--- config.mk ---
export PLATFORM = sky130hd
export DESIGN_NAME = windowed_baseline_rms
export DESIGN_NICKNAME = d
export VERILOG_FILES = /design/src/sv/wbr_pkg.sv /design/src/sv/wbr_front.sv /design/src/sv/wbr_queue.sv /design/src/sv/wbr_back.sv /design/src/sv/windowed_baseline_rms.sv
export SDC_FILE = /design/constraint.sdc
export NUM_CORES = 2
export LEC_CHECK = 0
export BUFFER_PORTS_ARGS = -buffer_cell sky130_fd_sc_hd__buf_2
export CAP_MARGIN = 20
export CORE_ASPECT_RATIO = 0.8
export CORE_UTILIZATION = 25
export DETAILED_ROUTE_END_ITERATION = 10
export GPL_ROUTABILITY_DRIVEN = 1
export GPL_TIMING_DRIVEN = 0
export PLACE_DENSITY = 0.48
export SYNTH_ARGS = -nofsm -noshare
export SYNTH_HDL_FRONTEND = slang
export SYNTH_SLANG_ARGS = --single-unit
export TNS_END_PERCENT = 100
--- constraint.sdc ---
create_clock -name aclk -period 7.1 [get_ports aclk]
set_input_delay 1.42 -clock aclk [delete_from_list [all_inputs] [get_ports aclk]]
set_output_delay 1.42 -clock aclk [all_outputs]
set_load 0.02 [all_outputs]
--- src/sv/wbr_pkg.sv ---
// Shared constants, register codes and item types for the windowed baseline RMS block.
`default_nettype none
package wbr_pkg;

    // Spectrum geometry
    localparam int MAX_CHANNELS = 2048;
    localparam int CH_W         = $clog2(MAX_CHANNELS + 1);

    // Configuration port
    localparam int CFG_W     = 12;
    localparam int CFG_IDX_W = 2;
    localparam int CMP_W     = (CH_W > CFG_W) ? CH_W : CFG_W;

    localparam logic [CFG_IDX_W-1:0] REG_FIRST_START  = 2'd0;
    localparam logic [CFG_IDX_W-1:0] REG_FIRST_END    = 2'd1;
    localparam logic [CFG_IDX_W-1:0] REG_SECOND_START = 2'd2;
    localparam logic [CFG_IDX_W-1:0] REG_SECOND_END   = 2'd3;

    localparam logic [CFG_W-1:0] FIRST_START_RST  = 12'd100;
    localparam logic [CFG_W-1:0] FIRST_END_RST    = 12'd400;
    localparam logic [CFG_W-1:0] SECOND_START_RST = 12'd1648;
    localparam logic [CFG_W-1:0] SECOND_END_RST   = 12'd1948;

    // Datapath widths
    localparam int SAMPLE_W = 24;
    localparam int MAG_W    = 24;
    localparam int SQ_W     = 2 * MAG_W;
    localparam int SUM_W    = 60;
    localparam int CNT_W    = 13;
    localparam int RMS_W    = 24;
    localparam int ROOT_W   = SUM_W / 2;
    localparam int STEP_W   = $clog2(SUM_W);

    // Job queue between front and back
    localparam int QUEUE_DEPTH = 2;
    localparam int QPTR_W      = $clog2(QUEUE_DEPTH);

    typedef struct packed {
        logic signed [SAMPLE_W-1:0] sample;
        logic                       last_channel;
    } in_item_t;

    typedef struct packed {
        logic [RMS_W-1:0] rms;
        logic             rms_valid;
        logic [CNT_W-1:0] summed_count;
    } out_item_t;

    // One finished spectrum: accumulated squares and term count
    typedef struct packed {
        logic [SUM_W-1:0] sum;
        logic [CNT_W-1:0] count;
    } job_t;

    // Queue status seen by its neighbors
    typedef struct packed {
        logic full;
        logic empty;
    } queue_status_t;

endpackage
`default_nettype wire

--- src/sv/wbr_front.sv ---
// Front end: window registers, channel counting, squaring and accumulation.
`default_nettype none
module wbr_front
    import wbr_pkg::*;
(
    input  wire logic                 aclk,
    input  wire logic                 aresetn,
    input  wire logic                 cfg_we,
    input  wire logic [CFG_IDX_W-1:0] cfg_index,
    input  wire logic [CFG_W-1:0]     cfg_wdata,
    input  wire logic                 s_valid,
    output logic                      s_ready,
    input  wire in_item_t             s_data,
    input  wire queue_status_t        q_status,
    output logic                      q_push,
    output job_t                      q_push_data
);

    logic [CFG_W-1:0] fw_start_reg, fw_end_reg, sw_start_reg, sw_end_reg;
    logic [CH_W-1:0]  pos_reg, pos_next;

    // stage A: magnitude and window hits
    logic             a_valid_reg;
    logic [MAG_W-1:0] a_mag_reg, a_mag_next;
    logic [1:0]       a_hits_reg, a_hits_next;
    logic             a_last_reg;

    // stage B: square
    logic             b_valid_reg;
    logic [SQ_W-1:0]  b_sq_reg;
    logic [1:0]       b_hits_reg;
    logic             b_last_reg;

    logic [SUM_W-1:0] sum_reg, sum_new;
    logic [CNT_W-1:0] cnt_reg, cnt_new;

    logic             adv, accept, in_range, hit1, hit2;
    logic [CMP_W-1:0] pos_x;
    logic [MAG_W-1:0] raw;
    logic [SQ_W:0]    add_val;
    logic [SUM_W:0]   sum_wide;
    logic [CNT_W:0]   cnt_wide;

    // whole pipe holds only when a spectrum end meets a full queue
    assign adv     = !(b_valid_reg && b_last_reg && q_status.full);
    assign s_ready = adv;
    assign accept  = s_valid && adv;

    always_ff @(posedge aclk) begin
        if (!aresetn) begin
            fw_start_reg <= FIRST_START_RST;
            fw_end_reg   <= FIRST_END_RST;
            sw_start_reg <= SECOND_START_RST;
            sw_end_reg   <= SECOND_END_RST;
        end else if (cfg_we) begin
            unique case (cfg_index)
                REG_FIRST_START:  fw_start_reg <= cfg_wdata;
                REG_FIRST_END:    fw_end_reg   <= cfg_wdata;
                REG_SECOND_START: sw_start_reg <= cfg_wdata;
                REG_SECOND_END:   sw_end_reg   <= cfg_wdata;
                default: ;
            endcase
        end
    end

    always_comb begin
        pos_x    = CMP_W'(pos_reg);
        in_range = pos_reg < CH_W'(MAX_CHANNELS);
        hit1     = in_range && (pos_x >= CMP_W'(fw_start_reg)) && (pos_x < CMP_W'(fw_end_reg));
        hit2     = in_range && (pos_x >= CMP_W'(sw_start_reg)) && (pos_x < CMP_W'(sw_end_reg));
        a_hits_next = {hit1 & hit2, hit1 ^ hit2};
        raw        = MAG_W'(unsigned'(s_data.sample));
        a_mag_next = s_data.sample[SAMPLE_W-1] ? (~raw + MAG_W'(1)) : raw;
        if (s_data.last_channel) begin
            pos_next = '0;
        end else if (in_range) begin
            pos_next = pos_reg + CH_W'(1);
        end else begin
            pos_next = pos_reg;
        end
    end

    // two equal adds saturate the same as one double add
    always_comb begin
        case (b_hits_reg)
            2'd2:    add_val = {b_sq_reg, 1'b0};
            2'd1:    add_val = {1'b0, b_sq_reg};
            default: add_val = '0;
        endcase
        sum_wide = {1'b0, sum_reg} + (SUM_W+1)'(add_val);
        sum_new  = sum_wide[SUM_W] ? '1 : sum_wide[SUM_W-1:0];
        cnt_wide = {1'b0, cnt_reg} + (CNT_W+1)'(b_hits_reg);
        cnt_new  = cnt_wide[CNT_W] ? '1 : cnt_wide[CNT_W-1:0];
    end

    assign q_push            = adv && b_valid_reg && b_last_reg;
    assign q_push_data.sum   = sum_new;
    assign q_push_data.count = cnt_new;

    always_ff @(posedge aclk) begin
        if (!aresetn) begin
            pos_reg     <= '0;
            a_valid_reg <= 1'b0;
            b_valid_reg <= 1'b0;
            sum_reg     <= '0;
            cnt_reg     <= '0;
        end else if (adv) begin
            a_valid_reg <= s_valid;
            b_valid_reg <= a_valid_reg;
            if (accept) begin
                pos_reg <= pos_next;
            end
            if (b_valid_reg) begin
                if (b_last_reg) begin
                    sum_reg <= '0;
                    cnt_reg <= '0;
                end else begin
                    sum_reg <= sum_new;
                    cnt_reg <= cnt_new;
                end
            end
        end
    end

    always_ff @(posedge aclk) begin
        if (adv) begin
            a_mag_reg  <= a_mag_next;
            a_hits_reg <= a_hits_next;
            a_last_reg <= s_data.last_channel;
            b_sq_reg   <= a_mag_reg * a_mag_reg;
            b_hits_reg <= a_hits_reg;
            b_last_reg <= a_last_reg;
        end
    end

endmodule
`default_nettype wire

--- src/sv/wbr_queue.sv ---
// Small job queue between the accumulating front and the divide/root back end.
`default_nettype none
module wbr_queue
    import wbr_pkg::*;
(
    input  wire logic    aclk,
    input  wire logic    aresetn,
    input  wire logic    push,
    input  wire job_t    push_data,
    input  wire logic    pop,
    output job_t         pop_data,
    output queue_status_t status
);

    job_t               entry_reg [QUEUE_DEPTH];
    logic [QPTR_W-1:0]  wr_ptr_reg, rd_ptr_reg;
    logic [QPTR_W:0]    fill_reg;

    assign status.full  = fill_reg == (QPTR_W+1)'(QUEUE_DEPTH);
    assign status.empty = fill_reg == '0;
    assign pop_data     = entry_reg[rd_ptr_reg];

    always_ff @(posedge aclk) begin
        if (push) begin
            entry_reg[wr_ptr_reg] <= push_data;
        end
    end

    always_ff @(posedge aclk) begin
        if (!aresetn) begin
            wr_ptr_reg <= '0;
            rd_ptr_reg <= '0;
            fill_reg   <= '0;
        end else begin
            if (push) begin
                wr_ptr_reg <= (wr_ptr_reg == QPTR_W'(QUEUE_DEPTH - 1)) ? '0
                                                                         : wr_ptr_reg + QPTR_W'(1);
            end
            if (pop) begin
                rd_ptr_reg <= (rd_ptr_reg == QPTR_W'(QUEUE_DEPTH - 1)) ? '0
                                                                         : rd_ptr_reg + QPTR_W'(1);
            end
            if (push && !pop) begin
                fill_reg <= fill_reg + (QPTR_W+1)'(1);
            end else if (pop && !push) begin
                fill_reg <= fill_reg - (QPTR_W+1)'(1);
            end
        end
    end

endmodule
`default_nettype wire

--- src/sv/wbr_back.sv ---
// Back end: restoring divide by n-1, digit-by-digit square root, saturation, result register.
`default_nettype none
module wbr_back
    import wbr_pkg::*;
(
    input  wire logic          aclk,
    input  wire logic          aresetn,
    input  wire queue_status_t q_status,
    input  wire job_t          q_data,
    output logic               q_pop,
    output logic               m_valid,
    input  wire logic          m_ready,
    output out_item_t          m_data
);

    localparam logic [2:0] ST_IDLE = 3'd0;
    localparam logic [2:0] ST_DIV  = 3'd1;
    localparam logic [2:0] ST_SQRT = 3'd2;
    localparam logic [2:0] ST_FIN  = 3'd3;
    localparam logic [2:0] ST_DONE = 3'd4;

    logic [2:0]        state_reg, state_next;
    logic [SUM_W-1:0]  work_reg, work_next;
    logic [CNT_W-1:0]  div_reg, div_next;
    logic [CNT_W:0]    rem_reg, rem_next;
    logic [ROOT_W-1:0] root_reg, root_next;
    logic [ROOT_W+1:0] srem_reg, srem_next;
    logic [STEP_W-1:0] step_reg, step_next;
    out_item_t         out_reg, out_next;

    logic [CNT_W:0]    div_shift;
    logic              div_ge;
    logic [ROOT_W+3:0] sq_shift, sq_trial;
    logic              sq_ge;

    assign q_pop   = (state_reg == ST_IDLE) && !q_status.empty;
    assign m_valid = state_reg == ST_DONE;
    assign m_data  = out_reg;

    always_comb begin
        div_shift = {rem_reg[CNT_W-1:0], work_reg[SUM_W-1]};
        div_ge    = div_shift >= {1'b0, div_reg};
        sq_shift  = {srem_reg, work_reg[SUM_W-1 -: 2]};
        sq_trial  = (ROOT_W+4)'({root_reg, 2'b01});
        sq_ge     = sq_shift >= sq_trial;
    end

    always_comb begin
        state_next = state_reg;
        work_next  = work_reg;
        div_next   = div_reg;
        rem_next   = rem_reg;
        root_next  = root_reg;
        srem_next  = srem_reg;
        step_next  = step_reg;
        out_next   = out_reg;
        unique case (state_reg)
            ST_IDLE: begin
                if (!q_status.empty) begin
                    out_next.summed_count = q_data.count;
                    if (q_data.count < CNT_W'(2)) begin
                        out_next.rms       = '0;
                        out_next.rms_valid = 1'b0;
                        state_next         = ST_DONE;
                    end else begin
                        work_next  = q_data.sum;
                        div_next   = q_data.count - CNT_W'(1);
                        rem_next   = '0;
                        step_next  = '0;
                        state_next = ST_DIV;
                    end
                end
            end
            ST_DIV: begin
                rem_next  = div_ge ? (div_shift - {1'b0, div_reg}) : div_shift;
                work_next = {work_reg[SUM_W-2:0], div_ge};
                step_next = step_reg + STEP_W'(1);
                if (step_reg == STEP_W'(SUM_W - 1)) begin
                    step_next  = '0;
                    root_next  = '0;
                    srem_next  = '0;
                    state_next = ST_SQRT;
                end
            end
            ST_SQRT: begin
                srem_next = sq_ge ? (ROOT_W+2)'(sq_shift - sq_trial)
                                  : (ROOT_W+2)'(sq_shift);
                root_next = {root_reg[ROOT_W-2:0], sq_ge};
                work_next = {work_reg[SUM_W-3:0], 2'b00};
                step_next = step_reg + STEP_W'(1);
                if (step_reg == STEP_W'(ROOT_W - 1)) begin
                    state_next = ST_FIN;
                end
            end
            ST_FIN: begin
                out_next.rms       = (|root_reg[ROOT_W-1:RMS_W]) ? '1 : root_reg[RMS_W-1:0];
                out_next.rms_valid = 1'b1;
                state_next         = ST_DONE;
            end
            ST_DONE: begin
                if (m_ready) begin
                    state_next = ST_IDLE;
                end
            end
            default: state_next = ST_IDLE;
        endcase
    end

    always_ff @(posedge aclk) begin
        if (!aresetn) begin
            state_reg <= ST_IDLE;
        end else begin
            state_reg <= state_next;
        end
    end

    always_ff @(posedge aclk) begin
        work_reg <= work_next;
        div_reg  <= div_next;
        rem_reg  <= rem_next;
        root_reg <= root_next;
        srem_reg <= srem_next;
        step_reg <= step_next;
        out_reg  <= out_next;
    end

`ifndef SYNTHESIS
    a_invalid_zero: assert property (@(posedge aclk) disable iff (!aresetn)
        m_valid && !m_data.rms_valid |-> m_data.rms == '0)
        else $error("invalid result carries nonzero rms");

    a_valid_count: assert property (@(posedge aclk) disable iff (!aresetn)
        m_valid && m_data.rms_valid |-> m_data.summed_count >= CNT_W'(2))
        else $error("valid result with fewer than two terms");

    a_div_nonzero: assert property (@(posedge aclk) disable iff (!aresetn)
        state_reg == ST_DIV |-> div_reg != '0)
        else $error("divide started with zero divisor");

    a_rem_bound: assert property (@(posedge aclk) disable iff (!aresetn)
        state_reg == ST_DIV |-> rem_reg < {1'b0, div_reg})
        else $error("division remainder out of range");
`endif

endmodule
`default_nettype wire

--- src/sv/windowed_baseline_rms.sv ---
// Top level of the windowed baseline RMS block: front end, job queue, divide/root back end.
//
//  channel | ports                          | moves
//  --------+--------------------------------+------------------------------------------
//  input   | s_valid s_ready s_data         | one spectrum channel sample per item
//  result  | m_valid m_ready m_data         | one rms item per spectrum (on last_channel)
//  config  | cfg_we cfg_index cfg_wdata     | window start/end writes, no read-back
//
//  Samples stream in at one item per cycle while s_ready is high; the front end squares
//  and accumulates in a two-stage pipe. Each spectrum end then runs through the back end
//  (60 restoring divide steps, 30 square root steps) and waits there while m_ready stays
//  low; a spectrum with fewer than two terms goes straight from the pop to the result.
//  Two finished spectra can wait in the job queue while the back end works on another;
//  s_ready drops when the next spectrum end reaches the accumulator with the queue full.
//  Reset (aresetn, synchronous) restores the window defaults and clears all counters.
`default_nettype none
module windowed_baseline_rms
    import wbr_pkg::*;
(
    input  wire logic                 aclk,
    input  wire logic                 aresetn,
    // configuration writes
    input  wire logic                 cfg_we,
    input  wire logic [CFG_IDX_W-1:0] cfg_index,
    input  wire logic [CFG_W-1:0]     cfg_wdata,
    // sample items
    input  wire logic                 s_valid,
    output logic                      s_ready,
    input  wire in_item_t             s_data,
    // result items
    output logic                      m_valid,
    input  wire logic                 m_ready,
    output out_item_t                 m_data
);

    queue_status_t q_status;
    logic          q_push, q_pop;
    job_t          q_push_data, q_pop_data;

    // windows, channel count and sum of squares
    wbr_front u_front (
        .aclk        (aclk),
        .aresetn     (aresetn),
        .cfg_we      (cfg_we),
        .cfg_index   (cfg_index),
        .cfg_wdata   (cfg_wdata),
        .s_valid     (s_valid),
        .s_ready     (s_ready),
        .s_data      (s_data),
        .q_status    (q_status),
        .q_push      (q_push),
        .q_push_data (q_push_data)
    );

    // decouples the streaming side from the slow per-spectrum math
    wbr_queue u_queue (
        .aclk      (aclk),
        .aresetn   (aresetn),
        .push      (q_push),
        .push_data (q_push_data),
        .pop       (q_pop),
        .pop_data  (q_pop_data),
        .status    (q_status)
    );

    // sqrt(sum / (n - 1)) with saturation, held until taken
    wbr_back u_back (
        .aclk     (aclk),
        .aresetn  (aresetn),
        .q_status (q_status),
        .q_data   (q_pop_data),
        .q_pop    (q_pop),
        .m_valid  (m_valid),
        .m_ready  (m_ready),
        .m_data   (m_data)
    );

endmodule
`default_nettype wire
==> impl_metrics.ini <==
[drt]
drt_iter0_drc = 1967
drc_errors = 13
wl_per_cell_um = 17.3
dr.pass1.iters = 8
postRouteAntennaNets = 0
vias = 32200
vias_per_cell = 4.49
wl_um = 124000

[synth]
yosysTopAreaCell = edfxtp_1
synth_warnings = 0
synth_nets = 5247
synth_top_area_share_pct = 27.5
synth_area_um2 = 45300
avgSynthCellArea_um2 = 10.2
synth_edf_count = 415
synth_area_leaders = edfxtp_1 28%, fa_1 19%, ha_1 9.0%
async_reset_ff_share_pct = 0
synth_top_flop_cell = edfxtp_1
seq_area_frac_synth_pct = 33.9
ys_types = 88
syn_inst = 4443
ys_seq_elements = 558

[run]
drv_cap = 0

[sta]
hold_viol = 0
setup_viol = 0
rsz0062_at_grt = yes
period_share_pct = 99.9
finalSetupTns_ns = 0
slew_viol_final = 0
max_slew_margin_pct = 36.3
fin_skew_ns = 0.0387
max_freq_mhz = 141
tightest_slew_ns = 0.952
period_needed_ns = 7.09

[finish]
layout_commonest_cell = inv_1
nNetsFinal = 5536
layout_common_cells = 697 x inv_1, 415 x edfxtp_1, 413 x fa_1
largest_reg_flops = 146
area_growth_pct = 18.7
fillerInstances = 18700
drive_above_1_share_pct = 13.5

[grt]
antenna_found_initial = 3
grt_overflow_total = 0
grt_usage_pct = 13.4
grt_pass1_wl_um = 193000
grt_max_degree = 67
grt_pass1_vias = 33200

[critical_path]
timing.rr.start = u_front.a_mag_reg[6]$_DFFE_PN_
endpoint = u_front.b_sq_reg[45]$_DFFE_PN_
reg2reg_setup_slack_ns = 0.008
r2r_end = u_front.b_sq_reg[45]$_DFFE_PN_
cp-end-kind = flop
r2r.worst_path.cells = 25
critPathLaunch = u_front.a_mag_reg[6]$_DFFE_PN_
cp_max_fo = 6
start_kind = flop
worstPathRequired_ns = 7.50
worstPathArrival_ns = 7.49
path_class = flop to flop

[clock_tree]
cts_buffers = 59
htreeDepth = 2
cts_sinks = 558
cts_hold_buf = 0
clockBufferDepth = 3
cts_tree = built
clk_pin_slew_ns = 0.06
cts_root_buffer = clkbuf_16
clock_latency_ns = 0.68

[placed_design]
dpl.hpwl_um = 95200
port_buffers = 81
gp_congestion = 0.867

[floorplan]
rows = 139
die_area_um2 = 183000
die_x_um = 478
fp.dieH_um = 383
initial_utilization_pct = 25.2
io_pins = 84
core_um2 = 180000

[min_path]
hold_class = flop to flop

[outcome]
violations = design-rule violations
status = finished, violations left
through the flow:
stage | setup slack [ns] | hold slack, ns | cells | util [%] | cell area, µm²
finish | 0.00763 | 0.422 | 7181 | 29.9 | 53700
global route | -0.201 | 0.432 | 7181 | 29.9 | 53700
CTS | -0.00107 | 0.421 | 7136 | 29.4 | 52800
detailed placement | -1.61 | 0.406 | 6932 | 27.2 | 48900
global placement | -2.40 | 0.406 | 6921 | 27.1 | 48700
floorplan | 0.0955 | 0.400 | 4443 | - | 45300
worst min path at each step:
stage                                          from                               to  slack [ns]  depth (start not counted)
detailed placement     u_front.a_last_reg$_DFFE_PN_     u_front.b_last_reg$_DFFE_PN_        0.41                          0
floorplan           u_front.a_hits_reg[0]$_DFFE_PN_  u_front.b_hits_reg[0]$_DFFE_PN_        0.40                          0
finish                 u_front.a_last_reg$_DFFE_PN_     u_front.b_last_reg$_DFFE_PN_        0.42                          0
global route           u_front.a_last_reg$_DFFE_PN_     u_front.b_last_reg$_DFFE_PN_        0.43                          0
CTS                    u_front.a_last_reg$_DFFE_PN_     u_front.b_last_reg$_DFFE_PN_        0.42                          0
global placement       u_front.a_last_reg$_DFFE_PN_     u_front.b_last_reg$_DFFE_PN_        0.41                          0
synthesized netlist by cell type, drive strengths merged, types with 9 or more instances:
master / instances
mux2: 9
fa: 436
a21oi: 174
and2: 162
a21boi: 39
clkbuf: 147
inv: 739
nor3: 39
nand4: 27
o31ai: 18
nand2: 427
buf: 23
or3: 17
xnor2: 130
mux2i: 106
nor2b: 47
a22oi: 69
a22o: 90
dfxtp: 143
ha: 324
a21o: 80
edfxtp: 415
a211oi: 24
nand2b: 20
nand3: 38
and3: 31
o21ai: 177
o21a: 43
a31oi: 23
xor2: 57
or2: 14
and4: 9
o21bai: 23
nor2: 195
o211ai: 30
cell families (layout without fill, tap and decap cells):
| group | Yosys count | count (layout) | synth area share, % |
|---|---|---|---|
| fa+ha+maj | 760 | 760 | 28.2 |
| xor+xnor | 187 | 187 | 3.62 |
| flops | 558 | 558 | 33.9 |
| other cells | 0 | 1 | 0 |
| buf+inv | 909 | 1249 | 7.62 |
| mux | 115 | 115 | 2.57 |
| simple gates | 1049 | 1049 | 11.0 |
| compound gates | 865 | 865 | 13.1 |
worst max-delay path, stage by stage (launching register included):
cell and delay [ns]:
edfxtp_1 0.47, buf_6 0.20, buf_12 0.15, and2_1 0.20, fa_2 0.63, ha_1 0.25
a21oi_1 0.20, fa_2 0.50, fa_1 0.53, inv_2 0.04, fa_1 0.49, fa_1 0.54
inv_1 0.06, fa_2 0.56, inv_2 0.06, ha_4 0.26, inv_4 0.06, o21bai_1 0.08
a21oi_2 0.18, nor3_2 0.07, a211oi_2 0.28, o21ai_4 0.13, a221o_2 0.42, a211o_1 0.27
a21oi_2 0.13, xnor2_1 0.08
timing repair:
action	CTS	global route
pin swaps	70	133
resized for setup	264	206
buffers inserted	94	48
cloned	1	2
endpoints found under the setup margin	33	17
layer usage:
layer	part of all wire (%)	GRT usage, %
met4	1.7	2.36
met3	5.7	2.72
met2	43	20.6
met1	50	19.5
met5	0.010	0
final cells by class:
| type | instances | area [µm²] | share of cell area [%] |
|---|---|---|---|
| multi-input cells | 2976 | 27500 | 51.1 |
| repair buffers | 237 | 1970 | 3.68 |
| plain buffers | 161 | 1130 | 2.10 |
| diodes | 1 | 2.50 | 0.00466 |
| flip-flops and latches | 558 | 15300 | 28.5 |
| clock inverters | 42 | 484 | 0.901 |
| well taps | 2397 | 3000 | 5.58 |
| inverters | 739 | 2780 | 5.17 |
| clock buffers | 70 | 1560 | 2.90 |
Power is left out: the tool's default activity adds up to more than one toggle a clock period on the data nets, which glitch-free logic cannot reach.
